File: config.mk
export PLATFORM = sky130hd
export DESIGN_NAME = rpa_cmdq
export DESIGN_NICKNAME = d
export VERILOG_FILES = /design/src/rpa_pkg.sv /design/src/rpa_cmdq.sv
export SDC_FILE = /design/constraint.sdc
export NUM_CORES = 1
export LEC_CHECK = 0
export BUFFER_PORTS_ARGS = -buffer_cell sky130_fd_sc_hd__buf_2
export CORE_UTILIZATION = 45
export CTS_CLUSTER_SIZE = 16
export DETAILED_ROUTE_END_ITERATION = 8
export PLACE_DENSITY = 0.73
export SETUP_SLACK_MARGIN = 0.3
export SLEW_MARGIN = 20
export SYNTH_ARGS = -nofsm -noshare
export SYNTH_HDL_FRONTEND = slang
export SYNTH_SLANG_ARGS = --single-unit
File: constraint.sdc
create_clock -name clk -period 1.75 [get_ports clk]
set_input_delay 0.175 -clock clk [delete_from_list [all_inputs] [get_ports clk]]
set_output_delay 0.175 -clock clk [all_outputs]
set_load 0.05 [all_outputs]
File: src/rpa_pkg.sv
package rpa_pkg;

	// Field widths of the request and result items
	localparam int ADDR_W     = 40;
	localparam int PCNT_W     = 11;
	localparam int RCNT_W     = 16;
	localparam int CFG_IDX_W  = 1;
	localparam int CFG_DATA_W = 40;

	// Pool geometry
	localparam int PAGES       = 1024;
	localparam int PAGE_SHIFT  = 12;
	localparam int COUNT_WIDTH = 16;
	localparam int IDX_W       = $clog2(PAGES);
	localparam int PAGES_W     = $clog2(PAGES + 1);
	localparam int PFN_W       = ADDR_W - PAGE_SHIFT;

	// Command queue between front and back
	localparam int CMDQ_DEPTH = 2;
	localparam int CMDQ_PTR_W = $clog2(CMDQ_DEPTH);
	localparam int CMDQ_CNT_W = $clog2(CMDQ_DEPTH + 1);

	localparam logic [ADDR_W-1:0] REGION_BASE_RST = 40'h00_8000_0000;

	typedef logic [IDX_W-1:0]       idx_t;
	typedef logic [PAGES_W-1:0]     pcnt_t;
	typedef logic [COUNT_WIDTH-1:0] count_t;

	typedef enum logic [1:0] {
		REQ_ALLOC,
		REQ_RELEASE,
		REQ_ADD_REF,
		REQ_READ
	} req_type_t;

	typedef enum logic [1:0] {
		ST_OK,
		ST_OOM,
		ST_BAD_ADDR,
		ST_STACK_FULL
	} status_t;

	typedef enum logic [CFG_IDX_W-1:0] {
		CFG_REGION_BASE,
		CFG_PAGE_COUNT
	} cfg_reg_t;

	typedef enum logic [1:0] {
		BK_CLEAR,
		BK_IDLE,
		BK_EXEC
	} back_state_t;

	typedef struct packed {
		req_type_t          req_type;
		logic [ADDR_W-1:0]  page_address;
	} req_t;

	typedef struct packed {
		status_t            status;
		logic [ADDR_W-1:0]  granted_address;
		logic [RCNT_W-1:0]  ref_count;
		logic               page_freed;
	} rsp_t;

	// Classified request handed from front to back
	typedef struct packed {
		req_type_t  req_type;
		logic       bad;
		idx_t       idx;
	} cmd_t;

	// Configuration seen by the back end
	typedef struct packed {
		logic [ADDR_W-1:0]  region_base;
		pcnt_t              page_count;
		logic               reinit;
		pcnt_t              init_pages;
	} cfg_t;

endpackage

File: src/rpa_cmdq.sv
module rpa_cmdq
	import rpa_pkg::*;
(
	input  logic clk,
	input  logic arst_n,
	input  logic wr,
	input  cmd_t din,
	output logic q_full,
	input  logic rd,
	output cmd_t dout,
	output logic q_empty
);

	cmd_t                  entry_q [CMDQ_DEPTH];
	logic [CMDQ_PTR_W-1:0] wr_ptr_q;
	logic [CMDQ_PTR_W-1:0] rd_ptr_q;
	logic [CMDQ_CNT_W-1:0] cnt_q;
	logic                  do_wr;
	logic                  do_rd;

	assign q_full  = (cnt_q == CMDQ_CNT_W'(CMDQ_DEPTH));
	assign q_empty = (cnt_q == '0);
	assign do_wr   = wr && !q_full;
	assign do_rd   = rd && !q_empty;
	assign dout    = entry_q[rd_ptr_q];

	// Storage
	always_ff @(posedge clk) begin
		if (do_wr) begin
			entry_q[wr_ptr_q] <= din;
		end
	end

	// Pointers and fill level
	always_ff @(posedge clk or negedge arst_n) begin
		if (!arst_n) begin
			wr_ptr_q <= '0;
			rd_ptr_q <= '0;
			cnt_q    <= '0;
		end else begin
			if (do_wr) begin
				wr_ptr_q <= wr_ptr_q + 1'b1;
			end
			if (do_rd) begin
				rd_ptr_q <= rd_ptr_q + 1'b1;
			end
			if (do_wr && !do_rd) begin
				cnt_q <= cnt_q + 1'b1;
			end else if (do_rd && !do_wr) begin
				cnt_q <= cnt_q - 1'b1;
			end
		end
	end

endmodule

==> reports/metrics.yaml, run 1 <==
via_count: 642
reg2reg_to: "cnt_q[1]"
rsz0062_at_grt: "true"
hold_violations: 0
fp.coreArea_um2: 2450
dieArea_um2: 2800
pwr_density_cell_nw_per_um2: 1980
syn_area_per_cell_um2: 19.8
synth_cells: 59
dr.pass1.iters: 4
p_leak_nw: 0.691
ys_types: 14
nets: 122
setup_slack_ps: 200
clockPowerShare_pct: 12.7
critPathCaptureType: "output port"
switchingPower_w: 0.00125
ant_nets: 0
path_class: "reg -> out"
cts_made_buffers: 5
initial_utilization_pct: 47.6
critPathRequiredTime_ps: 1570
ys_warn_count: 0
numPortBuffers: 31
maxSlewHeadroom_pct: 83.6
grt_first_pass_wirelength_um: 2480
setup_viol: 0
fill_cells: 181
ys_seq_elements: 30
die_w_um: 53.0
htreeDepth: 2
cts_tree: "done"
fin_crit_sh_pct: 88.6
grt_pass1_vias: 570
finClkSkew_ps: 6.44
cp_max_fo: 7
setup_tns_ps: 0
antenna-diode-count: 0
clockRootBuffer: "clkbuf_4"
max_freq_ghz: 0.645
p_seq_share_pct: 33.9
grt_max_degree: 14
p_sw_share_pct: 39.2
critPathCapture: "dout[5]"
clk_pin_slew_ps: 90
drive_above_1_share_pct: 60.0
tightest_slew_ps: 247
design.portCount: 32
gr-usage-all-layers_pct: 14.2
antenna_found_initial: 0
cp-startpoint: "rd_ptr_q"
worstPathArrival_ps: 1380
syn_area_um2: 1170
gp_congestion: 0.640
timing.rr.start: "cnt_q[0]"
start_kind: "flop"
syn_nets: 77
dp_hpwl_um: 1090
drc_errors: 0
row_count: 18
ys_seq_area_share_pct: 75.4
fin_crit_ps: 1550
intPower_w: 0.00195
gr-total-overflow: 0
r2r_slack_ps: 370
r2r_cells: 6
clock_sinks: 30
min_path_type: "in -> reg"
drt_iter0_markers: 7
p_comb_share_pct: 53.4
dp_slack_ps: 264
drv_cap: 0
vias_per_cell: 4.76
syn2layout_area_growth_pct: 38.0
drv_slew: 0
routed_wl_um: 1640
dieHeight_um: 53.0
clockBufferDepth: 2
clk_latency_ps: 320
status: "finished clean"
wl_per_cell_um: 12.1
ir_drop_v: 0.00119
layout make-up:
type	instances	area [µm²]	area share, %
Clock buffer	7	55.1	3.41
Timing Repair Buffer	39	325	20.2
Tap cell	30	37.5	2.33
Inverter	2	7.51	0.465
Multi-Input combinational cell	26	300	18.6
Sequential cell	30	882	54.7
Clock inverter	1	5.00	0.310
synthesized netlist by cell type:
cell type,n,area (µm²)
nor2_1,3,11.3
mux2_4,9,135
edfxtp_1,26,781
inv_1,2,7.51
dfrtp_1,4,100
mux2_1,4,45.0
buf_6,1,11.3
nand2b_1,1,6.26
o21ai_1,1,5.00
and3_1,1,6.26
ha_1,1,12.5
xnor2_1,3,26.3
nand2_1,1,3.75
xor2_1,2,17.5
routing by layer:
metal,share of wire [%],track usage [%],wire length [µm],vias to the layer above
met5,0,0,0,-
met4,0.73,7.89,12,0
met3,8.7,10.1,142,2
met2,48,19.2,794,27
met1,42,16.2,691,303
li1,-,-,-,310
flip-flops by register name, indices dropped and copies added (netlist names):
signal    cells
entry_q      26
rd_ptr_q      1
cnt_q         2
wr_ptr_q      1
per-stage QoR:
step | instance area (µm²) | total power (W) | instances | util (%) | hold slack (ps)
6_report | 1610 | 0.00320 | 135 | 65.7 | 38.1
5_1_grt | 1610 | 0.00337 | 135 | 65.7 | 1.80
4_1_cts | 1590 | 0.00317 | 134 | 64.6 | 19.0
3_5_place_dp | 1380 | 0.00242 | 123 | 56.3 | -14.5
3_3_place_gp | 1380 | 0.00240 | 123 | 56.3 | -16.9
2_1_floorplan | 1170 | 0.00215 | 59 | - | -121
cell families after synthesis:
family                     after synthesis  share of synthesized area [%]
adders and majority gates                1                           1.07
and+or+nand+nor                          6                           2.36
DFF                                     30                           75.4
AOI/OAI and AO/OA                        1                          0.428
xor gates and xnor gates                 5                           3.75
buffers and inverters                    3                           1.61
muxes                                   13                           15.4
critical path, stage by stage, from the launching register on:
cell	delay, ps
dfrtp_2	450
buf_6	160
mux2_4	300
buf_6	150
power by group through the flow:
stage | logic (W) | registers [W] | clock network [W]
2_1_floorplan | 0.00107 | 0.00108 | 0
3_3_place_gp | 0.00131 | 0.00109 | 0
3_5_place_dp | 0.00132 | 0.00110 | 0
4_1_cts | 0.00167 | 0.00108 | 0.000426
5_1_grt | 0.00179 | 0.00110 | 0.000470
6_report | 0.00171 | 0.00109 | 0.000406
repair_timing:
item,4_1_cts,5_1_grt
pin swaps,0,0
hold endpoints to repair,4,0
gates resized for setup,34,6
setup endpoints to repair,15,16
hold buffers,1,0
setup buffers,2,1
layout by cell type (no fill, tap or decap), types with 2 or more instances in the layout:
master | synthesis | routed
buf_6 | 1 | 14
xnor2_1 | 3 | 3
edfxtp_1 | 26 | 26
mux2_4 | 9 | 13
buf_4 | 0 | 5
nor2_1 | 3 | 2
dfrtp_1 | 4 | 3
buf_2 | 0 | 17
inv_1 | 2 | 2
xor2_1 | 2 | 2
clkbuf_4 | 0 | 5
worst min-delay path by stage:
stage               startpoint  slack (ps)  cells past startpoint        endpoint
finish                  din[0]          40                      1   entry_q[0][0]
global route           din[12]           2                      1  entry_q[0][12]
CTS                     din[0]          20                      1   entry_q[0][0]
detailed placement      arst_n         -10                      1        cnt_q[1]
global placement        arst_n         -20                      1        cnt_q[0]
floorplan               arst_n        -120                      0        cnt_q[0]
Power figures use the tool's default switching activity.
==> run 2: changes to the inputs <==
PLACE_DENSITY = 0.79   (was 0.73)
==> run 2 against run 1 <==
Against the previous run:
- count of clock-buffer cells in the layout is 1 higher
- final cell count grew 0.74%
- die area stayed put
- non-clock buffer count rose by 1
- total power is 1.0% higher
- sequential cell count unchanged
- via count shrank 0.16%
- worst hold slack improved by 1.7 ps
- worst setup slack better by 39 ps
- sequential share of layout area is 0.41 points lower
- utilization up 0.41 points
- critical endpoint is now dout[1]
- largest cell class unchanged
==> reports/metrics.yaml, run 2 (synthesis results as in run 1) <==
status: "finished clean"
fin_crit_ps: 1510
critPathCaptureType: "output port"
p_leak_nw: 0.691
drc_errors: 0
dpl-instance-area_um2: 1390
gp_congestion: 0.566
timing.rr.start: "cnt_q[0]"
grt_pass1_vias: 634
antenna-diode-count: 0
dieArea_um2: 2800
largest-register: "entry_q"
syn2layout_area_growth_pct: 38.9
initial_utilization_pct: 47.6
rsz0062_at_grt: "true"
via_count: 641
maxSlewHeadroom_pct: 84.8
most-common-layout-cells: "edfxtp_1, buf_2, buf_6, mux2_4, buf_4"
r2r_cells: 7
clk_latency_ps: 320
cts_tree: "done"
reg2reg_to: "cnt_q[1]"
cp_max_fo: 8
die_w_um: 53.0
max_freq_ghz: 0.662
clk_pin_slew_ps: 90
drv_slew: 0
setup_tns_ps: 0
grt_max_degree: 10
finalInstanceArea_um2: 1620
design.portCount: 32
start_kind: "flop"
dieHeight_um: 53.0
clockBufferDepth: 2
cpMaxStageDelayCell: "dfrtp_1"
clock_sinks: 30
drt_iter0_markers: 0
slowest_delay_ps: 380
critPathRequiredTime_ps: 1570
r2r_slack_ps: 380
cp-startpoint: "rd_ptr_q"
row_count: 18
nets: 123
numPortBuffers: 31
route.met2.wl_um: 1030
dp_hpwl_um: 1340
largest_reg_flops: 26
fin_crit_sh_pct: 86.4
worstPathArrival_ps: 1340
hold_violations: 0
dr.pass1.iters: 1
setup_viol: 0
critPathCapture: "dout[1]"
antenna_found_initial: 0
top_regs: "entry_q (26), cnt_q (2)"
dp_cells: 124
met1Wirelength_um: 693
cts_made_buffers: 5
fill_cells: 179
htreeDepth: 2
finClkSkew_ps: 7.91
gr-usage-all-layers_pct: 16.2
ir_drop_v: 0.00117
drive_above_1_share_pct: 62.3
final_cells: 136
path_class: "reg -> out"
pwr_density_cell_nw_per_um2: 1990
clockRootBuffer: "clkbuf_4"
fp.coreArea_um2: 2450
routed_wl_um: 1890
final_common_cell: "edfxtp_1"
tightest_slew_ps: 227
post-route-util_pct: 66.1
cp_common_cell: "buf_6"
gr-total-overflow: 0
min_path_type: "in -> reg"
drv_cap: 0
top_layer: "met4"
path_cells: "buf_6, mux2_4, buf_6"
ant_nets: 0
wl_per_cell_um: 13.9
vias_per_cell: 4.71
wl_met3_um: 135
grt_first_pass_wirelength_um: 2910
==> run 2: how the worst min path moves through the flow <==
| stage | start | end | slack [ps] | depth (start not counted) |
|---|---|---|---|---|
| after floorplan | arst_n | cnt_q[0] | -120 | 0 |
| after global placement | arst_n | cnt_q[0] | -20 | 1 |
| after detailed placement | arst_n | cnt_q[0] | -10 | 1 |
| after CTS | din[6] | entry_q[1][6] | 20 | 1 |
| after global routing | din[6] | entry_q[0][6] | 20 | 1 |
| final | din[6] | entry_q[0][6] | 40 | 1 |
==> run 2: timing repair <==
item | 4_1_cts | 5_1_grt
gates resized for setup | 33 | 10
hold endpoints to repair | 4 | 0
setup endpoints to repair | 18 | 24
hold buffers | 1 | 0
pin swaps | 0 | 2
setup buffers | 3 | 0
==> run 2: final cells by class <==
cell class              instances  area, µm²  share of cell area, %
clock buffers                   8       58.8                   3.62
inverters                       2       7.51                  0.463
multi-input cells              26        319                   19.7
flip-flops and latches         30        881                   54.3
well taps                      30       37.5                   2.31
repair buffers                 40        319                   19.7
==> run 2: layer usage <==
metal / global-route usage (%) / vias to the layer above
met4: 6.58 / 0
li1: - / 309
met1: 17.7 / 303
met2: 25.5 / 24
met5: 0 / -
met3: 9.48 / 5
==> run 2: stage by stage <==
step	hold slack (ps)	power, W	worst slack, ps
detailed placement	-14.9	0.00246	241
global placement	-16.9	0.00241	334
floorplan	-121	0.00215	354
finish	39.7	0.00323	239
CTS	23.8	0.00318	206
global route	17.6	0.00339	152
==> run 2: worst max-delay path: cells and delay by family (launching register included) <==
family                 cells  cell delay [ps]
DFF                        1              380
muxes                      1              320
buffers and inverters      2              320
==> run 2: where the power goes <==
| group | internal (W) | total, W | switching [W] | leakage, nW |
|---|---|---|---|---|
| Sequential | 0.000991 | 0.00108 | 0.0000927 | 0.288 |
| Combinational | 0.000755 | 0.00174 | 0.000983 | 0.370 |
| Clock | 0.000198 | 0.000411 | 0.000213 | 0.0326 |
==> run 3: changes to the inputs <==
CORE_ASPECT_RATIO = 0.7   (was unset)
==> run 3 against run 2 <==
Against the previous run:
- worst hold slack better by 48 ps
- non-clock buffer count is 1 lower
- final area decreased by 0.69%
- wire length fell by 4.5%
- largest power group unchanged
- critical path type unchanged
- largest cell class unchanged
==> reports/metrics.yaml, run 3 (synthesis results as in run 1) <==
status: "finished clean"
clk_latency_ps: 270
clock_sinks: 30
top_regs: "entry_q (26), cnt_q (2)"
gr-total-overflow: 0
design_power_total_w: 0.00323
grt_pass1_vias: 579
row_count: 15
start_kind: "flop"
nets: 122
fin_crit_sh_pct: 83.2
dp_cells: 127
tightest_slew_ps: 249
wl_per_cell_um: 13.0
vias_per_cell: 4.55
cp_common_cell: "buf_6"
initial_utilization_pct: 47.5
max_freq_ghz: 0.687
dpl-instance-area_um2: 1390
drc_errors: 0
r2r_slack_ps: 370
critPathCaptureType: "output port"
drv_cap: 0
dr.pass1.iters: 2
dieArea_um2: 2810
dp_hpwl_um: 1130
grt_max_degree: 14
antenna-diode-count: 0
gr-usage-all-layers_pct: 14.3
setup_slack_ps: 294
final_cells: 139
gp_congestion: 0.642
reg2reg_to: "cnt_q[1]"
r2r_cells: 7
drv_slew: 0
timing.rr.start: "cnt_q[0]"
hold_depth: 1
drive_above_1_share_pct: 57.1
fin_crit_ps: 1460
design.portCount: 32
ant_nets: 0
rsz0062_at_grt: "true"
fill_cells: 185
dp_slack_ps: 244
via_count: 633
path_class: "reg -> out"
slowest_delay_ps: 400
cp_max_fo: 7
clk_pin_slew_ps: 60
clockBufferDepth: 2
largest-register: "entry_q"
final_common_cell: "edfxtp_1"
syn2layout_area_growth_pct: 37.9
hold_end: "entry_q[1][9]"
maxSlewHeadroom_pct: 83.5
die_w_um: 62.9
finClkSkew_ps: 5.11
numPortBuffers: 31
setup_tns_ps: 0
setup_viol: 0
ir_drop_v: 0.00116
holdCritStartpoint: "din[9]"
path_cells: "buf_6, mux2_4, buf_6"
min_path_type: "in -> reg"
critPathRequiredTime_ps: 1570
pwr_density_cell_nw_per_um2: 2000
grt_first_pass_wirelength_um: 2630
p_leak_nw: 0.685
htreeDepth: 2
finalInstanceArea_um2: 1610
cts_tree: "done"
cts_made_buffers: 5
cpMaxStageDelayCell: "dfrtp_1"
dieHeight_um: 44.6
fp.coreArea_um2: 2460
routed_wl_um: 1800
drt_iter0_markers: 12
clockRootBuffer: "clkbuf_8"
most-common-layout-cells: "edfxtp_1, buf_2, buf_6, mux2_4"
antenna_found_initial: 0
worstPathArrival_ps: 1280
largest_reg_flops: 26
hold_violations: 0
[run 3: changes by cell type in the layout (fill, tap and decap cells not counted), sizes merged]
| cell | previous run | this run |
|---|---|---|
| clkbuf | 9 | 5 |
| clkinvlp | 0 | 1 |
| clkinv | 0 | 2 |
[run 3: worst max-delay path by stage]
| stage | start | to | slack [ps] | cells past startpoint |
|---|---|---|---|---|
| 6_report | rd_ptr_q | dout[4] | 290 | 3 |
| 5_1_grt | rd_ptr_q | dout[11] | 240 | 3 |
| 4_1_cts | rd_ptr_q | dout[9] | 280 | 3 |
| 3_5_place_dp | cnt_q[0] | cnt_q[1] | 240 | 6 |
| 3_3_place_gp | cnt_q[0] | cnt_q[1] | 340 | 6 |
| 2_1_floorplan | cnt_q[0] | entry_q[0][0] | 350 | 3 |
[run 3: cell type report]
type                            count  area [µm²]  area share, %
Sequential cell                    30         881           54.7
Clock inverter                      3        16.3           1.01
Timing Repair Buffer               39         307           19.0
Clock buffer                        5        68.8           4.27
Multi-Input combinational cell     26         289           17.9
Tap cell                           34        42.5           2.64
Inverter                            2        7.51          0.466
[run 3: power breakdown]
| group | switching [W] | leakage (nW) | internal (W) |
|---|---|---|---|
| clock | 0.000239 | 0.0416 | 0.000271 |
| sequential | 0.0000748 | 0.288 | 0.000993 |
| combinational | 0.000953 | 0.355 | 0.000694 |
| total | 0.00127 | 0.685 | 0.00196 |
[run 3: critical path: cells and delay by family (launching register included)]
family                 cells  cell delay, ps
buffers and inverters      2             310
muxes                      1             300
DFF                        1             400
[run 3: repair_timing]
item,CTS,global route
setup buffers,1,2
hold endpoints to repair,4,0
resized for setup,33,0
pin swaps,0,2
setup endpoints to repair,14,14
hold buffers,1,0
[run 3: stage by stage]
step | utilization [%] | hold slack, ps
after global placement | 56.4 | -14.8
final | 65.5 | 87.3
after detailed placement | 56.4 | -12.1
after floorplan | - | -121
after global routing | 65.5 | 71.1
after CTS | 64.9 | 75.5
[run 3: routing by layer]
metal  vias up  GRT usage [%]  share of wire [%]
met5         -              0                  0
met1       300           16.3                 42
li1        308              -                  -
met3         2           7.22                7.2
met2        23           21.9                 49
met4         0           8.37               0.94
