File: src/rpa_pkg.sv
package rpa_pkg;

	// Field widths of the request and result items
	localparam int ADDR_W     = 40;
	localparam int PCNT_W     = 11;
	localparam int RCNT_W     = 16;
	localparam int CFG_IDX_W  = 1;
	localparam int CFG_DATA_W = 40;

	// Pool geometry
	localparam int PAGES       = 1024;
	localparam int PAGE_SHIFT  = 12;
	localparam int COUNT_WIDTH = 16;
	localparam int IDX_W       = $clog2(PAGES);
	localparam int PAGES_W     = $clog2(PAGES + 1);
	localparam int PFN_W       = ADDR_W - PAGE_SHIFT;

	// Command queue between front and back
	localparam int CMDQ_DEPTH = 2;
	localparam int CMDQ_PTR_W = $clog2(CMDQ_DEPTH);
	localparam int CMDQ_CNT_W = $clog2(CMDQ_DEPTH + 1);

	localparam logic [ADDR_W-1:0] REGION_BASE_RST = 40'h00_8000_0000;

	typedef logic [IDX_W-1:0]       idx_t;
	typedef logic [PAGES_W-1:0]     pcnt_t;
	typedef logic [COUNT_WIDTH-1:0] count_t;

	typedef enum logic [1:0] {
		REQ_ALLOC,
		REQ_RELEASE,
		REQ_ADD_REF,
		REQ_READ
	} req_type_t;

	typedef enum logic [1:0] {
		ST_OK,
		ST_OOM,
		ST_BAD_ADDR,
		ST_STACK_FULL
	} status_t;

	typedef enum logic [CFG_IDX_W-1:0] {
		CFG_REGION_BASE,
		CFG_PAGE_COUNT
	} cfg_reg_t;

	typedef enum logic [1:0] {
		BK_CLEAR,
		BK_IDLE,
		BK_EXEC
	} back_state_t;

	typedef struct packed {
		req_type_t          req_type;
		logic [ADDR_W-1:0]  page_address;
	} req_t;

	typedef struct packed {
		status_t            status;
		logic [ADDR_W-1:0]  granted_address;
		logic [RCNT_W-1:0]  ref_count;
		logic               page_freed;
	} rsp_t;

	// Classified request handed from front to back
	typedef struct packed {
		req_type_t  req_type;
		logic       bad;
		idx_t       idx;
	} cmd_t;

	// Configuration seen by the back end
	typedef struct packed {
		logic [ADDR_W-1:0]  region_base;
		pcnt_t              page_count;
		logic               reinit;
		pcnt_t              init_pages;
	} cfg_t;

endpackage

File: src/rpa_front.sv
module rpa_front
	import rpa_pkg::*;
(
	input  logic                  clk,
	input  logic                  arst_n,
	// request side
	input  logic                  push,
	input  req_t                  req,
	output logic                  full,
	// towards the command queue
	input  logic                  cmd_full,
	input  logic                  busy,
	output logic                  cmd_push,
	output cmd_t                  cmd,
	// configuration
	input  logic                  cfg_we,
	input  logic [CFG_IDX_W-1:0]  cfg_index,
	input  logic [CFG_DATA_W-1:0] cfg_data,
	output cfg_t                  cfg
);

	logic [ADDR_W-1:0] region_base_q;
	pcnt_t             page_count_q;
	logic [PCNT_W-1:0] pc_raw;
	pcnt_t             pc_sat;
	logic              wr_base;
	logic              wr_count;
	logic [ADDR_W:0]   diff;
	logic [PFN_W-1:0]  pfn;
	logic              aligned;
	logic              below;
	logic              in_range;

	// Register decode
	always_comb begin
		wr_base  = 1'b0;
		wr_count = 1'b0;
		unique case (cfg_reg_t'(cfg_index))
			CFG_REGION_BASE: wr_base  = cfg_we;
			CFG_PAGE_COUNT:  wr_count = cfg_we;
		endcase
	end

	// Page count saturates at the pool size
	assign pc_raw = cfg_data[PCNT_W-1:0];
	assign pc_sat = (32'(pc_raw) > PAGES) ? PAGES_W'(PAGES) : PAGES_W'(pc_raw);

	always_ff @(posedge clk or negedge arst_n) begin
		if (!arst_n) begin
			region_base_q <= REGION_BASE_RST;
			page_count_q  <= PAGES_W'(PAGES);
		end else begin
			if (wr_base) begin
				region_base_q <= {cfg_data[ADDR_W-1:PAGE_SHIFT], {PAGE_SHIFT{1'b0}}};
			end
			if (wr_count) begin
				page_count_q <= pc_sat;
			end
		end
	end

	assign cfg.region_base = region_base_q;
	assign cfg.page_count  = page_count_q;
	assign cfg.reinit      = wr_count;
	assign cfg.init_pages  = pc_sat;

	// Address check: aligned, not below the base, within the managed pages
	assign diff     = {1'b0, req.page_address} - {1'b0, region_base_q};
	assign below    = diff[ADDR_W];
	assign pfn      = diff[ADDR_W-1:PAGE_SHIFT];
	assign aligned  = (req.page_address[PAGE_SHIFT-1:0] == '0);
	assign in_range = (pfn < PFN_W'(page_count_q));

	always_comb begin
		cmd.req_type = req.req_type;
		cmd.idx      = pfn[IDX_W-1:0];
		cmd.bad      = (req.req_type != REQ_ALLOC) && (!aligned || below || !in_range);
	end

	assign full     = cmd_full || busy;
	assign cmd_push = push && !full;

endmodule

File: config.mk
export PLATFORM = sky130hd
export DESIGN_NAME = rpa_front
export DESIGN_NICKNAME = d
export VERILOG_FILES = /design/src/rpa_pkg.sv /design/src/rpa_front.sv
export SDC_FILE = /design/constraint.sdc
export NUM_CORES = 1
export LEC_CHECK = 0
export ABC_AREA = 1
export BUFFER_PORTS_ARGS = -buffer_cell sky130_fd_sc_hd__buf_2
export CAP_MARGIN = 20
export CORE_AREA = 5 5 92 112
export CTS_CLUSTER_SIZE = 8
export DETAILED_ROUTE_END_ITERATION = 10
export DIE_AREA = 0 0 97 117
export PLACE_DENSITY = 0.79
export SYNTH_ARGS = -nofsm -noshare
export SYNTH_HDL_FRONTEND = slang
export SYNTH_SLANG_ARGS = --single-unit
File: constraint.sdc
create_clock -name clk -period 3.7 [get_ports clk]
set_input_delay 0.37 -clock clk [delete_from_list [all_inputs] [get_ports clk]]
set_output_delay 0.37 -clock clk [all_outputs]
set_load 0.03 [all_outputs]
==> metrics.txt, run 1 <==
# TYPE chip_impl_metric gauge
chip_impl_metric{name="number_of_flops_mapped_to_enable_cells_by_yosys",unit=""} 0
chip_impl_metric{name="globalRoute.totalOverflow",unit=""} 0
chip_impl_metric{name="finalPower",unit="uW"} 2190
chip_impl_metric{name="fmax",unit="GHz"} 0.293
chip_impl_metric{name="postLayoutCoreUtil",unit="%"} 57.5
chip_impl_metric{name="placeableCoreArea",unit="sq mm"} 0.00922
chip_impl_metric{name="clk_path_buf_depth",unit=""} 2
chip_impl_metric{name="gp_routability_congestion",unit=""} 0.900
chip_impl_metric{name="power_leakage",unit="uW"} 0.00326
chip_impl_info{name="post-synth-top-count-cell",value="sky130_fd_sc_hd__nand2_1"} 1
chip_impl_metric{name="post_drt_via_cell_ratio",unit=""} 4.72
chip_impl_metric{name="final_min_period_over_clock_period",unit="%"} 92.3
chip_impl_metric{name="n_antenna_cell",unit=""} 0
chip_impl_metric{name="synth-async-reset-ratio",unit="%"} 100
chip_impl_metric{name="ys_warn_count",unit=""} 0
chip_impl_info{name="largest_family_of_logic_cells_by_synthesized_area",value="simple AND/OR/NAND/NOR gates"} 1
chip_impl_metric{name="flop_and_latch_count_out_of_synthesis",unit=""} 39
chip_impl_metric{name="start_util",unit="%"} 46.1
chip_impl_metric{name="number_of_instances_in_the_synthesized_netlist",unit=""} 709
chip_impl_metric{name="finalWorstPathRequiredPeriod",unit="ns"} 3.41
chip_impl_metric{name="max_cap_violations",unit=""} 0
chip_impl_metric{name="timing.hold.ws",unit="ns"} 0.193
chip_impl_metric{name="final_layout_size_suffix_gt1_share",unit="%"} 25.2
chip_impl_metric{name="dp_hpwl",unit="um"} 9470
chip_impl_metric{name="globalRouteTotalUtil",unit="%"} 19.6
chip_impl_metric{name="layout-area-overhead-vs-synth",unit="%"} 24.6
chip_impl_metric{name="placed_instances",unit=""} 973
chip_impl_metric{name="synth_compound_gate_area_share",unit="%"} 9.21
chip_impl_metric{name="worstMarginPinSlew",unit="ns"} 0.930
chip_impl_metric{name="dr.first_iter.drc_count",unit=""} 151
chip_impl_metric{name="multiplexer_fraction_of_the_synthesized_cell_area",unit="%"} 0.265
chip_impl_metric{name="irDropWorstVdd",unit="V"} 0.000297
chip_impl_metric{name="numClockSinks",unit=""} 39
chip_impl_info{name="synth_largest_area_cell",value="sky130_fd_sc_hd__dfrtp_1"} 1
chip_impl_metric{name="synth_xor_area_share",unit="%"} 1.85
chip_impl_metric{name="number_of_routed_nets_with_antenna_violations",unit=""} 0
chip_impl_metric{name="yosys.area.top_type_share",unit="%"} 21.8
chip_impl_metric{name="critical_path.max_fanout",unit=""} 7
chip_impl_metric{name="clock_latency",unit="ns"} 0.29
chip_impl_metric{name="cts-htree-levels",unit=""} 2
chip_impl_metric{name="worst-r2r-cell-count",unit=""} 2
chip_impl_metric{name="cts_made_buffers",unit=""} 5
chip_impl_metric{name="clk_pin_slew_worst_paths",unit="ns"} 0.06
chip_impl_metric{name="report.final.hold_viol_count",unit=""} 0
chip_impl_metric{name="syn_area",unit="sq mm"} 0.00425
chip_impl_metric{name="io-pin-count",unit=""} 167
chip_impl_metric{name="route.vias.total",unit=""} 4628
chip_impl_metric{name="timing.critical_path.arrival",unit="ns"} 3.04
chip_impl_metric{name="synthDistinctLibCells",unit=""} 35
chip_impl_info{name="cp-end-kind",value="output port"} 1
chip_impl_metric{name="worst_clock_skew",unit="ns"} 0
chip_impl_metric{name="detailedRoute.firstPassIterationCount",unit=""} 5
chip_impl_metric{name="powerDensity",unit="mW/mm^2"} 413
chip_impl_metric{name="area_share_of_fa_ha_maj_cells_after_synthesis",unit="%"} 11.6
chip_impl_info{name="rsz0062_at_grt",value="no"} 1
chip_impl_info{name="r2r-end",value="region_base_q[31]"} 1
chip_impl_metric{name="final_nets",unit=""} 985
chip_impl_info{name="hold_path_class",value="input pin to asynchronous set/reset pin"} 1
chip_impl_metric{name="r2r_setup_slack",unit="ns"} 2.91
chip_impl_info{name="synth_common_cells",value="sky130_fd_sc_hd__nand2_1 (212), sky130_fd_sc_hd__inv_1 (138), sky130_fd_sc_hd__nor2_1 (88)"} 1
chip_impl_metric{name="detail_route.drc_violations",unit=""} 0
chip_impl_info{name="synth.area.top_cells",value="sky130_fd_sc_hd__dfrtp_1 (22%), sky130_fd_sc_hd__nand2_1 (19%), sky130_fd_sc_hd__inv_1 (12%), sky130_fd_sc_hd__ha_1 (11%), sky130_fd_sc_hd__nor2_1 (7.8%)"} 1
chip_impl_info{name="clock-root-buffer",value="sky130_fd_sc_hd__clkbuf_16"} 1
chip_impl_metric{name="floorplan.rows",unit=""} 39
chip_impl_metric{name="antenna_violations_before_repair",unit=""} 0
chip_impl_metric{name="synth_area_per_cell",unit="sq um"} 6.00
chip_impl_metric{name="drt-wirelength-per-cell",unit="um"} 11.4
chip_impl_metric{name="grt_pass1_wl",unit="um"} 18700
chip_impl_metric{name="timing.final.setup_violations",unit=""} 0
chip_impl_metric{name="fp.dieArea",unit="sq mm"} 0.0113
chip_impl_info{name="worstSetupPathType",value="flip-flop to output port"} 1
chip_impl_info{name="worstSetupStartpointType",value="flip-flop"} 1
chip_impl_metric{name="io_buffer_count",unit=""} 153
chip_impl_info{name="outcome",value="finished clean"} 1
chip_impl_info{name="critPathCapture",value="cmd[10]"} 1
chip_impl_info{name="timing.critical_path.from",value="region_base_q[14]"} 1
chip_impl_metric{name="post_synth_and_or_nand_nor_area_fraction",unit="%"} 37.2
chip_impl_info{name="clock_tree_from_tritoncts",value="yes"} 1
chip_impl_metric{name="layoutNonFillerInstCount",unit=""} 981
chip_impl_metric{name="die_h",unit="um"} 117
chip_impl_metric{name="chipWidth",unit="um"} 97
chip_impl_metric{name="report.final.slew_viol_count",unit=""} 0
chip_impl_metric{name="first_global_vias",unit=""} 4365
chip_impl_metric{name="required",unit="ns"} 3.33
chip_impl_metric{name="synth.yosys.seq_area_share",unit="%"} 23.0
chip_impl_metric{name="slew_headroom",unit="%"} 37.8
chip_impl_metric{name="final.setup.tns",unit="ns"} 0
chip_impl_info{name="rr_startpoint",value="region_base_q[31]"} 1
chip_impl_metric{name="drt_wl_total",unit="um"} 11200
chip_impl_info{name="synth-main-ff-cell",value="sky130_fd_sc_hd__dfrtp_1"} 1
chip_impl_metric{name="grt_start_max_net_pins",unit=""} 56
cells by family (layout without fill, tap and decap cells):
group | after synthesis | in the layout
simple gates | 374 | 374
buf+inv | 173 | 311
compound gates | 73 | 73
fa+ha+maj | 39 | 39
flops | 39 | 39
xor+xnor | 9 | 9
other cells | 1 | 12
mux | 1 | 1
power by group:
group	total (uW)	switching (uW)	leakage (uW)	internal [uW]
registers	507	26.2	0.000446	480
clock network	453	184	0.0000772	270
logic	1230	822	0.00273	408
total	2190	1030	0.00326	1160
final cells by class:
type	count	area (sq um)
fillers	927	3920
flip-flops and latches	39	978
clock inverters	2	13.8
inverters	150	563
well taps	123	154
repair buffers	153	766
multi-input cells	508	2690
clock buffers	6	139
per-stage QoR:
step,worst slack [ns],cell area (sq um)
after floorplan,0.0517,4300
after global placement,0.391,5070
after detailed placement,0.355,5070
after CTS,0.140,5220
after global routing,0.00393,5300
final,0.286,5300
cell usage in the layout (no fill, tap or decap), drive strengths merged:
cell and instances:
buf 153, o22ai 2, a21oi 53, or2 2
nor3 6, o41ai 1, nand3b 4, a21o 2
conb 12, o21bai 4, clkinv 4, mux2 1
nand4 8, fa 1, nor2 94, xor2 8
o21ai 9, ha 38, nand2 227, dfstp 2
inv 148, and2 1, xnor2 1, clkbuf 6
a21boi 1, dfrtp 37, nand3 32, o21a 1
worst min path at each step:
stage	from	endpoint	slack [ns]	cells past startpoint
after floorplan	arst_n	page_count_q[0]	0.07	0
after global placement	region_base_q[31]	region_base_q[31]	0.50	2
after detailed placement	page_count_q[0]	page_count_q[0]	0.49	2
after CTS	arst_n	region_base_q[13]	0.23	1
after global routing	arst_n	region_base_q[12]	0.28	1
final	arst_n	region_base_q[16]	0.19	1
repair_timing:
item / 4_1_cts / 5_1_grt
endpoints found under the setup margin: 0 / 1
hold endpoints to repair: 0 / 0
setup buffers: 0 / 0
hold buffers: 0 / 0
resized for setup: 0 / 17
layer usage:
metal	GRT usage (%)	vias up	wire, um
met5	0	-	0
met1	22.9	2023	4650
met4	5.99	0	219
met2	36.4	155	5480
li1	-	2428	-
met3	4.09	22	833
sequential cells by signal, indices dropped and copies added (netlist names):
| signal | count |
|---|---|
| page_count_q | 11 |
| region_base_q | 28 |
critical path: stages (launching register included):
cell and delay [ns]:
sky130_fd_sc_hd__dfrtp_1 0.34, sky130_fd_sc_hd__inv_1 0.06, sky130_fd_sc_hd__ha_1 0.41, sky130_fd_sc_hd__nand2_1 0.08, sky130_fd_sc_hd__nand2_1 0.09, sky130_fd_sc_hd__inv_1 0.05
sky130_fd_sc_hd__nand2_2 0.10, sky130_fd_sc_hd__nand2_1 0.09, sky130_fd_sc_hd__nand2_2 0.10, sky130_fd_sc_hd__xor2_1 0.23, sky130_fd_sc_hd__ha_1 0.28, sky130_fd_sc_hd__a21oi_1 0.14
sky130_fd_sc_hd__o21a_1 0.12, sky130_fd_sc_hd__nand2_1 0.05, sky130_fd_sc_hd__nand2_1 0.05, sky130_fd_sc_hd__a21boi_1 0.06, sky130_fd_sc_hd__nor2_1 0.10, sky130_fd_sc_hd__nand3_1 0.08
sky130_fd_sc_hd__nor2_2 0.12, sky130_fd_sc_hd__nor2_1 0.04, sky130_fd_sc_hd__buf_2 0.17
Note: power is estimated with default switching activity, not from simulation.
==> inputs of run 2 (changes only) <==
- ABC_AREA: 1 -> not set
- CORE_AREA: 5 5 92 112 -> 5 5 91 110
- DIE_AREA: 0 0 97 117 -> 0 0 96 115
- PLACE_DENSITY: 0.79 -> 0.78
- clock period: 3.7 -> 3 ns (I/O delays scaled with it)
==> metrics.txt, run 2 <==
# TYPE chip_impl_metric gauge
chip_impl_metric{name="clk_pin_slew_worst_paths",unit="ns"} 0.09
chip_impl_info{name="registers.top_by_ff_count",value="region_base_q"} 1
chip_impl_metric{name="fp.dieArea",unit="sq mm"} 0.0110
chip_impl_info{name="critPathCapture",value="cmd[10]"} 1
chip_impl_metric{name="timing.critical_path.arrival",unit="ns"} 4.25
chip_impl_info{name="r2r-end",value="page_count_q[10]"} 1
chip_impl_metric{name="synth-async-reset-ratio",unit="%"} 100
chip_impl_metric{name="io_buffer_count",unit=""} 153
chip_impl_info{name="violations",value="negative setup slack"} 1
chip_impl_metric{name="detail_route.drc_violations",unit=""} 0
chip_impl_info{name="worstSetupStartpointType",value="flip-flop"} 1
chip_impl_metric{name="synth_area_per_cell",unit="sq um"} 7.86
chip_impl_metric{name="syn_area",unit="sq mm"} 0.00381
chip_impl_metric{name="flop_and_latch_count_out_of_synthesis",unit=""} 39
chip_impl_metric{name="chipWidth",unit="um"} 96
chip_impl_metric{name="cts-htree-levels",unit=""} 2
chip_impl_metric{name="cts_made_buffers",unit=""} 5
chip_impl_metric{name="route.vias.total",unit=""} 4575
chip_impl_info{name="timing.critical_path.from",value="region_base_q[12]"} 1
chip_impl_metric{name="max_cap_violations",unit=""} 0
chip_impl_metric{name="die_h",unit="um"} 115
chip_impl_info{name="post-synth-top-count-cell",value="sky130_fd_sc_hd__nand2_1"} 1
chip_impl_metric{name="place_ws",unit="ns"} -1.42
chip_impl_metric{name="worst_clock_skew",unit="ns"} 0
chip_impl_metric{name="fmax",unit="GHz"} 0.220
chip_impl_metric{name="globalRouteTotalUtil",unit="%"} 25.9
chip_impl_metric{name="largest_register_ffs",unit=""} 28
chip_impl_info{name="synth_largest_area_cell",value="sky130_fd_sc_hd__dfrtp_1"} 1
chip_impl_info{name="rsz0062_at_grt",value="yes"} 1
chip_impl_info{name="worstSetupPathType",value="flip-flop to output port"} 1
chip_impl_metric{name="layout-area-overhead-vs-synth",unit="%"} 52.6
chip_impl_metric{name="number_of_instances_in_the_synthesized_netlist",unit=""} 485
chip_impl_metric{name="io-pin-count",unit=""} 167
chip_impl_metric{name="numClockSinks",unit=""} 39
chip_impl_metric{name="irDropWorstVdd",unit="V"} 0.000760
chip_impl_metric{name="power_leakage",unit="uW"} 0.00303
chip_impl_metric{name="report.final.slew_viol_count",unit=""} 0
chip_impl_info{name="rr_startpoint",value="page_count_q[10]"} 1
chip_impl_info{name="final_common_cell",value="sky130_fd_sc_hd__buf_2"} 1
chip_impl_info{name="hold_path_class",value="input pin to asynchronous set/reset pin"} 1
chip_impl_metric{name="start_util",unit="%"} 43.1
chip_impl_metric{name="post_cts_hold_buffer_count",unit=""} 0
chip_impl_metric{name="final.setup.tns",unit="ns"} -1.55
chip_impl_metric{name="yosys.area.top_type_share",unit="%"} 24.3
chip_impl_metric{name="grt_start_max_net_pins",unit=""} 40
chip_impl_info{name="outcome",value="finished with violations"} 1
chip_impl_metric{name="ys_warn_count",unit=""} 0
chip_impl_metric{name="floorplan.rows",unit=""} 38
chip_impl_metric{name="fillCellCount",unit=""} 774
chip_impl_metric{name="dr.first_iter.drc_count",unit=""} 240
chip_impl_metric{name="drt_wl_total",unit="um"} 13900
chip_impl_metric{name="multi_input_area",unit="sq mm"} 0.00256
chip_impl_info{name="cp-end-kind",value="output port"} 1
chip_impl_metric{name="synth.yosys.seq_area_share",unit="%"} 25.7
chip_impl_info{name="layout.cells.most_common_list",value="sky130_fd_sc_hd__buf_2 (152), sky130_fd_sc_hd__buf_4 (139), sky130_fd_sc_hd__nand2_1 (55)"} 1
chip_impl_metric{name="worstMarginPinSlew",unit="ns"} 0.888
chip_impl_metric{name="n_antenna_cell",unit=""} 0
chip_impl_metric{name="first_global_vias",unit=""} 4851
chip_impl_metric{name="worst-r2r-cell-count",unit=""} 3
chip_impl_metric{name="grt_pass1_wl",unit="um"} 22500
chip_impl_metric{name="report.final.hold_viol_count",unit=""} 0
chip_impl_metric{name="antenna_violations_before_repair",unit=""} 0
chip_impl_info{name="synth.area.top_cells",value="sky130_fd_sc_hd__dfrtp_1 (24%), sky130_fd_sc_hd__ha_1 (12%), sky130_fd_sc_hd__o21ai_0 (6.3%), sky130_fd_sc_hd__nand2_1 (5.4%), sky130_fd_sc_hd__inv_1 (5.1%)"} 1
chip_impl_metric{name="final_layout_size_suffix_gt1_share",unit="%"} 44.7
chip_impl_metric{name="synthDistinctLibCells",unit=""} 64
chip_impl_metric{name="cts_setup_buffers",unit=""} 0
chip_impl_metric{name="drt-wirelength-per-cell",unit="um"} 15.9
chip_impl_metric{name="post_drt_via_cell_ratio",unit=""} 5.22
chip_impl_metric{name="timing.final.setup_violations",unit=""} 1
chip_impl_metric{name="dp_hpwl",unit="um"} 11600
chip_impl_metric{name="finalWorstPathRequiredPeriod",unit="ns"} 4.55
chip_impl_info{name="synth_common_cells",value="sky130_fd_sc_hd__nand2_1 (55), sky130_fd_sc_hd__inv_1 (52), sky130_fd_sc_hd__o21ai_0 (48)"} 1
chip_impl_metric{name="detailedRoute.firstPassIterationCount",unit=""} 4
chip_impl_metric{name="final_min_period_over_clock_period",unit="%"} 152
chip_impl_metric{name="powerDensity",unit="mW/mm^2"} 539
chip_impl_metric{name="placeableCoreArea",unit="sq mm"} 0.00884
chip_impl_metric{name="final_nets",unit=""} 883
chip_impl_metric{name="number_of_flops_mapped_to_enable_cells_by_yosys",unit=""} 0
chip_impl_metric{name="clk_path_buf_depth",unit=""} 2
chip_impl_info{name="clock_tree_from_tritoncts",value="yes"} 1
chip_impl_info{name="synth-main-ff-cell",value="sky130_fd_sc_hd__dfrtp_1"} 1
chip_impl_metric{name="r2r_setup_slack",unit="ns"} 2.06
chip_impl_metric{name="clock_latency",unit="ns"} 0.30
chip_impl_info{name="clock-root-buffer",value="sky130_fd_sc_hd__clkbuf_8"} 1
chip_impl_metric{name="critical_path.max_fanout",unit=""} 2
chip_impl_info{name="layout_top_registers",value="region_base_q x28, page_count_q x11"} 1
chip_impl_metric{name="number_of_routed_nets_with_antenna_violations",unit=""} 0
chip_impl_metric{name="sequential_cell_area",unit="sq um"} 980
chip_impl_metric{name="gp_routability_congestion",unit=""} 0.922
chip_impl_metric{name="globalRoute.totalOverflow",unit=""} 0
chip_impl_metric{name="post-route-worst-setup-slack",unit="ns"} -1.55
chip_impl_metric{name="required",unit="ns"} 2.70
chip_impl_metric{name="slew_headroom",unit="%"} 40.8
-- run 2: cell types whose count changed in the layout (fill, tap and decap cells not counted), sizes merged, moves of 7 or more --
| cell | delta |
|---|---|
| nand2 | -172 |
| buf | +139 |
| inv | -96 |
| nor2 | -68 |
| o21ai | +40 |
| a21oi | -24 |
| nand3 | -23 |
| nor2b | +13 |
| mux2 | +11 |
| xnor2 | +10 |
| nand2b | +7 |
| o211ai | +7 |
| o21a | +7 |
-- run 2: metal layers --
| layer | part of all wire [%] | wire length [um] | vias up | track usage [%] |
|---|---|---|---|---|
| li1 | - | - | 2225 | - |
| met1 | 36 | 5070 | 2143 | 27.8 |
| met5 | 0 | 0 | - | 0 |
| met3 | 6.7 | 940 | 39 | 5.24 |
| met4 | 4.2 | 592 | 0 | 12.8 |
| met2 | 53 | 7330 | 168 | 47.4 |
-- run 2: cells by family after synthesis --
| logic type | after synthesis | share of synthesized area [%] |
|---|---|---|
| DFF | 39 | 25.7 |
| xor gates and xnor gates | 14 | 3.22 |
| AOI/OAI and AO/OA | 134 | 22.8 |
| muxes | 14 | 4.07 |
| adders and majority gates | 39 | 13.0 |
| and+or+nand+nor | 152 | 19.9 |
| buffers and inverters | 92 | 11.3 |
| other | 1 | 0.0983 |
-- run 2: layout make-up --
cell class | instances | share of cell area, %
Timing Repair Buffer | 292 | 31.2
Multi-Input combinational cell | 365 | 44.0
Sequential cell | 39 | 16.8
Clock inverter | 2 | 0.602
Inverter | 52 | 3.35
Clock buffer | 6 | 1.42
Tap cell | 120 | 2.58
-- run 2: worst min-delay path by stage --
stage | endpoint | slack, ns | cells after the start
2_1_floorplan | page_count_q[0] | 0.004 | 0
3_3_place_gp | page_count_q[6] | 0.46 | 1
3_5_place_dp | page_count_q[6] | 0.47 | 1
4_1_cts | region_base_q[21] | 0.13 | 1
5_1_grt | region_base_q[21] | 0.19 | 1
6_report | region_base_q[21] | 0.1 | 1
-- run 2: where the power goes --
group / switching (uW) / total (uW) / internal [uW]
Combinational: 1120 / 2020 / 906
Sequential: 41.1 / 636 / 595
Clock: 207 / 476 / 269
-- run 2: metrics by stage --
stage	util, %	hold slack (ns)	power (uW)	area, sq um	std cells
6_report	65.8	0.0983	3140	5820	876
5_1_grt	65.8	0.187	3340	5820	876
4_1_cts	65.6	0.135	3130	5800	876
3_5_place_dp	63.9	0.474	2610	5650	868
3_3_place_gp	63.9	0.455	2580	5650	868
2_1_floorplan	-	0.00441	1770	3920	496
-- run 2: timing repair --
item | in CTS | in global routing
endpoints found under the hold margin | 0 | 0
gates resized for setup | 8 | 4
endpoints found under the setup margin | 1 | 1
pin swaps | 0 | 0
-- run 2: worst max-delay path, cell delays in order (launching register included) --
cell and delay (ns):
sky130_fd_sc_hd__dfrtp_2 0.43, sky130_fd_sc_hd__ha_4 0.17, sky130_fd_sc_hd__fa_2 0.34, sky130_fd_sc_hd__nand2b_4 0.17
sky130_fd_sc_hd__a21oi_4 0.17, sky130_fd_sc_hd__nor2_2 0.07, sky130_fd_sc_hd__o21ai_2 0.13, sky130_fd_sc_hd__xor2_1 0.10
sky130_fd_sc_hd__ha_2 0.19, sky130_fd_sc_hd__nor4_2 0.12, sky130_fd_sc_hd__nand4_1 0.10, sky130_fd_sc_hd__or4_1 0.51
sky130_fd_sc_hd__or4_4 0.44, sky130_fd_sc_hd__nor4b_4 0.22, sky130_fd_sc_hd__nand4_1 0.17, sky130_fd_sc_hd__nor4_4 0.35
sky130_fd_sc_hd__a31oi_4 0.12, sky130_fd_sc_hd__buf_6 0.16
